--- src/rtl/greedy_box_suppression_assert.svh ---
// assertion macros for the greedy box suppression block
`ifndef GREEDY_BOX_SUPPRESSION_ASSERT_SVH
`define GREEDY_BOX_SUPPRESSION_ASSERT_SVH
`ifndef SYNTHESIS
`define GBS_ASSERT(lbl, clk, rstn, prop) \
  lbl: assert property (@(posedge clk) disable iff (!rstn) prop) \
    else $error("gbs assertion failed");
`define GBS_ASSERT_NEXT(lbl, clk, rstn, ante, cons) \
  lbl: assert property (@(posedge clk) disable iff (!rstn) (ante) |=> (cons)) \
    else $error("gbs assertion failed");
`else
`define GBS_ASSERT(lbl, clk, rstn, prop)
`define GBS_ASSERT_NEXT(lbl, clk, rstn, ante, cons)
`endif
`endif

--- src/rtl/gbs_pkg.sv ---
// shared types and constants of the greedy box suppression block
`timescale 1ns / 1ps
package gbs_pkg;
  localparam int unsigned CoordW = 16;
  localparam int unsigned ScoreW = 16;
  localparam int unsigned ClassW = 8;
  localparam int unsigned ThrW   = 16;
  localparam logic [ThrW-1:0] ThrReset = 16'd14746;

  typedef struct packed {
    logic [CoordW-1:0] h;
    logic [CoordW-1:0] w;
    logic [CoordW-1:0] y;
    logic [CoordW-1:0] x;
  } geom_t;

  typedef struct packed {
    logic  valid;
    geom_t p;
    geom_t q;
  } ovl_req_t;

  typedef struct packed {
    logic valid;
    logic drop;
  } ovl_rsp_t;
endpackage

--- src/rtl/gbs_overlap.sv ---
// pipelined overlap ratio check of one candidate box against one kept box
`timescale 1ns / 1ps
module gbs_overlap (
  input  logic                       clk_i,
  input  logic                       rst_ni,
  input  gbs_pkg::ovl_req_t          req_i,
  input  logic [gbs_pkg::ThrW-1:0]   thr_i,
  output gbs_pkg::ovl_rsp_t          rsp_o
);
  import gbs_pkg::*;

  logic [4:0]        v_q;
  logic [16:0]       iw1_q, ih1_q;
  logic [15:0]       pw1_q, ph1_q, qw1_q, qh1_q;
  logic [33:0]       inter2_q;
  logic [31:0]       pa2_q, qa2_q;
  logic [33:0]       inter3_q, uni3_q;
  logic [48:0]       lhs4_q;
  logic [49:0]       rhs4_q;
  logic              drop5_q;

  logic [16:0] p_r, q_r, p_b, q_b, hi_x, hi_y, lo_x, lo_y, iw, ih;

  always_comb begin
    p_r  = {1'b0, req_i.p.x} + {1'b0, req_i.p.w};
    q_r  = {1'b0, req_i.q.x} + {1'b0, req_i.q.w};
    p_b  = {1'b0, req_i.p.y} + {1'b0, req_i.p.h};
    q_b  = {1'b0, req_i.q.y} + {1'b0, req_i.q.h};
    hi_x = (p_r < q_r) ? p_r : q_r;
    hi_y = (p_b < q_b) ? p_b : q_b;
    lo_x = (req_i.p.x > req_i.q.x) ? {1'b0, req_i.p.x} : {1'b0, req_i.q.x};
    lo_y = (req_i.p.y > req_i.q.y) ? {1'b0, req_i.p.y} : {1'b0, req_i.q.y};
    iw   = (hi_x > lo_x) ? hi_x - lo_x : '0;
    ih   = (hi_y > lo_y) ? hi_y - lo_y : '0;
  end

  always_ff @(posedge clk_i or negedge rst_ni) begin
    if (!rst_ni) begin
      v_q <= '0;
    end else begin
      v_q <= {v_q[3:0], req_i.valid};
    end
  end

  always_ff @(posedge clk_i) begin
    iw1_q    <= iw;
    ih1_q    <= ih;
    pw1_q    <= req_i.p.w;
    ph1_q    <= req_i.p.h;
    qw1_q    <= req_i.q.w;
    qh1_q    <= req_i.q.h;
    inter2_q <= iw1_q * ih1_q;
    pa2_q    <= pw1_q * ph1_q;
    qa2_q    <= qw1_q * qh1_q;
    inter3_q <= inter2_q;
    uni3_q   <= {2'b00, pa2_q} + {2'b00, qa2_q} - inter2_q;
    lhs4_q   <= {inter3_q, 15'b0};
    rhs4_q   <= thr_i * uni3_q;
    drop5_q  <= {1'b0, lhs4_q} > rhs4_q;
  end

  assign rsp_o.valid = v_q[4];
  assign rsp_o.drop  = drop5_q;
endmodule

--- config.mk ---
export PLATFORM = sky130hd
export DESIGN_NAME = gbs_overlap
export DESIGN_NICKNAME = d
export VERILOG_FILES = /design/src/rtl/greedy_box_suppression_assert.svh /design/src/rtl/gbs_pkg.sv /design/src/rtl/gbs_overlap.sv
export SDC_FILE = /design/constraint.sdc
export NUM_CORES = 2
export LEC_CHECK = 0
export CORE_ASPECT_RATIO = 2
export CORE_MARGIN = 2
export CORE_UTILIZATION = 40
export CTS_CLUSTER_SIZE = 30
export DETAILED_ROUTE_END_ITERATION = 6
export DONT_BUFFER_PORTS = 1
export HOLD_SLACK_MARGIN = 0.02
export PLACE_DENSITY_LB_ADDON = 0.2
export SLEW_MARGIN = 0
export SYNTH_ARGS = -nofsm -noshare
export SYNTH_HDL_FRONTEND = slang
export SYNTH_SLANG_ARGS = --single-unit
--- constraint.sdc ---
create_clock -name clk_i -period 7.6 [get_ports clk_i]
set_clock_uncertainty 0.15 [all_clocks]
set_input_delay 1.52 -clock clk_i [delete_from_list [all_inputs] [get_ports clk_i]]
set_output_delay 1.52 -clock clk_i [all_outputs]
set_load 0.03 [all_outputs]
==> impl_metrics.tcl <==
set metrics [dict create \
    hpwl_um 150000 \
    crit_type "input port to flip-flop" \
    synth_top_area_share_pct 36.4 \
    cts_tree "built" \
    core_area_um2 150000 \
    grt_usage_pct 23.3 \
    worstMarginPinSlew_ps 1080 \
    cts_root_buf "clkbuf_16" \
    path_common_cell "fa_1" \
    hold_ws_ps 163 \
    grt_pass1_wl_um 278000 \
    synth-seq-cells 354 \
    critPathSlowestCell "a2111oi_0" \
    grt_overflow 0 \
    row_count 201 \
    cts.sinks 354 \
    netlist_instances 6764 \
    relSlewSlack_pct 27.8 \
    wl_um 176000 \
    h-tree-depth 2 \
    place_congestion 0.942 \
    synth.area.top_cells "fa_1 36%, ha_1 14%, dfxtp_1 12%" \
    grt_setup_unrepaired "false" \
    synth_top_flop_cell "dfxtp_1" \
    period_needed_ps 7380 \
    antenna_found_initial 7 \
    io_buffers 0 \
    cts-buffers-inserted 40 \
    wl_per_cell_um 19.9 \
    synthesis.nets 8673 \
    cp.arrival_ps 7730 \
    drtIter0Drc 1779 \
    drive_gt1_share_pct 6.35 \
    clk_pin_slew_ps 70 \
    seq_area_frac_synth_pct 11.8 \
    viasPerCell 5.11 \
    setup_viol 0 \
    die_area_um2 154000 \
    n_fill_cell 14900 \
    post-route-period-util_pct 97.1 \
    firstDrtPassIters 7 \
    startpoint_type "input port" \
    postCtsSetupBuffers 0 \
    cts_buffer_depth 3 \
    fmax_ghz 0.135 \
    worstPathMaxFanout 34 \
    area_growth_pct 8.95 \
    drtAntennaViolNets 0 \
    grt_max_degree 35 \
    clkLatencyLatePin_ps 610 \
    crit_chain "and2_1 -> fa_1 -> inv_1 -> fa_1 -> fa_1 -> inv_1 -> fa_1 -> fa_1 -> inv_1 -> fa_1 -> inv_1 -> ha_1 -> a21o_1 -> a21oi_1 -> o221ai_1 -> o211ai_1 -> o211ai_2 -> buf_4 -> o211ai_2 -> a21oi_1 -> a2111oi_0 -> buf_4 -> o21bai_1 -> xnor2_1" \
    io_pins 149 \
    final_hold_viol_count 0 \
    critPathMaxStageDelay_ps 590 \
    grt_pass1_vias 50900 \
    start_util_pct 40.3 \
    nets 8802 \
    synth.distinct_cells 86 \
    async_reset_ff_share_pct 1.41 \
    synth_top_area_cell "fa_1" \
    failed_checks "DRC" \
    vias 45300 \
    required_ps 7950 \
    maxCapViolations 0 \
    syn_area_per_cell_um2 8.92 \
    drv_slew 0 \
    netlist_area_um2 60300 \
    drc_errors 3 \
    synth_edf_count 0 \
    die_x_um 279 \
    yosys_warnings 0 \
    end_kind "flip-flop" \
    min_path_type "flip-flop to flip-flop" \
    status "finished with violations" \
    fp.dieH_um 553 \
]
[sequential cells by signal, indices dropped and copies added, names as in the netlist, 17 cells and up]
| signal | flops |
|---|---|
| uni3_q | 34 |
| inter2_q | 34 |
| ih1_q | 17 |
| iw1_q | 17 |
| pa2_q | 32 |
| qa2_q | 32 |
| lhs4_q | 34 |
| inter3_q | 34 |
| rhs4_q | 50 |
[worst max-delay path: cells and delay by family]
family                     cells  cell delay, ps
AOI/OAI and AO/OA              9            2010
and+or+nand+nor                1             170
xor gates and xnor gates       1             130
buffers and inverters          6             600
adders and majority gates      7            3260
[final cells by class]
class                           instances  area, µm²  share of cell area (%)
Inverter                             1483       5570                    8.47
Antenna cell                           10       25.0                  0.0381
Clock buffer                           56       1190                    1.82
Multi-Input combinational cell       4704      46800                    71.2
Clock inverter                         18        240                   0.365
Timing Repair Buffer                  310       2360                    3.60
Sequential cell                       354       7110                    10.8
Tap cell                             1928       2410                    3.67
[metrics by stage]
stage          worst slack (ps)  cells  utilization (%)  setup TNS [ps]  instance area, µm²
2_1_floorplan              95.4   6764                -               0               60300
3_3_place_gp               -440   8779             42.9           -2990               64300
3_5_place_dp               -402   8779             42.9           -4730               64300
4_1_cts                     213   8853             43.8               0               65700
5_1_grt                    4.59   8863             43.9               0               65700
6_report                    218   8863             43.9               0               65700
[repair_timing]
action	CTS	global route
setup endpoints to repair	0	8
hold endpoints to repair	0	0
resized for setup	0	3
hold buffers	0	0
[worst paths after layout]
path | startpoint | end | slack [ps] | cells after the start
setup reg to reg | uni3_q[9] | rhs4_q[49] | 350 | 23
hold / removal | inter3_q[10] | lhs4_q[25] | 160 | 0
setup / recovery | thr_i[5] | rhs4_q[49] | 220 | 24
hold reg to reg | inter3_q[10] | lhs4_q[25] | 160 | 0
min in group asynchronous | rst_ni | v_q[0] | 460 | 0
max in group asynchronous | rst_ni | v_q[3] | 6770 | 0
[synthesized netlist by cell type (37+ instances only)]
cell	n
clkbuf_1	215
a21oi_1	200
o21ai_0	121
ha_1	666
nor2_1	147
xor2_1	58
inv_1	1483
a21o_1	136
fa_1	1096
and2_1	519
dfxtp_1	349
xnor2_1	163
nor2b_1	37
nor3_1	50
nand2_1	989
o21a_1	45
mux2i_1	39
nand3_1	57
[cells in the final DEF, fill, tap and decap left out, types with 57 or more instances in the layout]
master,count
dfxtp_1,349
and2_1,519
a21o_1,136
xor2_1,58
nor2_1,147
buf_4,307
nand2_1,989
a21oi_1,198
nand3_1,57
fa_1,1096
xnor2_1,163
inv_1,1483
o21ai_0,121
ha_1,666
[cell families after synthesis]
family | after synthesis | synth area share, %
adder cells (fa/ha/maj) | 1762 | 50.2
buffers and inverters | 1706 | 10.7
multiplexers | 43 | 0.722
AND/OR/NAND/NOR | 1956 | 15.5
AO/OA/AOI/OAI | 722 | 7.97
XOR/XNOR | 221 | 3.21
flip-flops | 354 | 11.8
[layer usage]
layer | share of wire (%) | vias up | GRT usage, %
met4 | 5.8 | 0 | 11.8
li1 | - | 20900 | -
met3 | 3.2 | 447 | 2.32
met1 | 33 | 23000 | 22.4
met2 | 58 | 969 | 47.6
met5 | 0 | - | 0
Power is left out: the tool's default activity adds up to more than one toggle a clock period on the data nets, which glitch-free logic cannot reach.
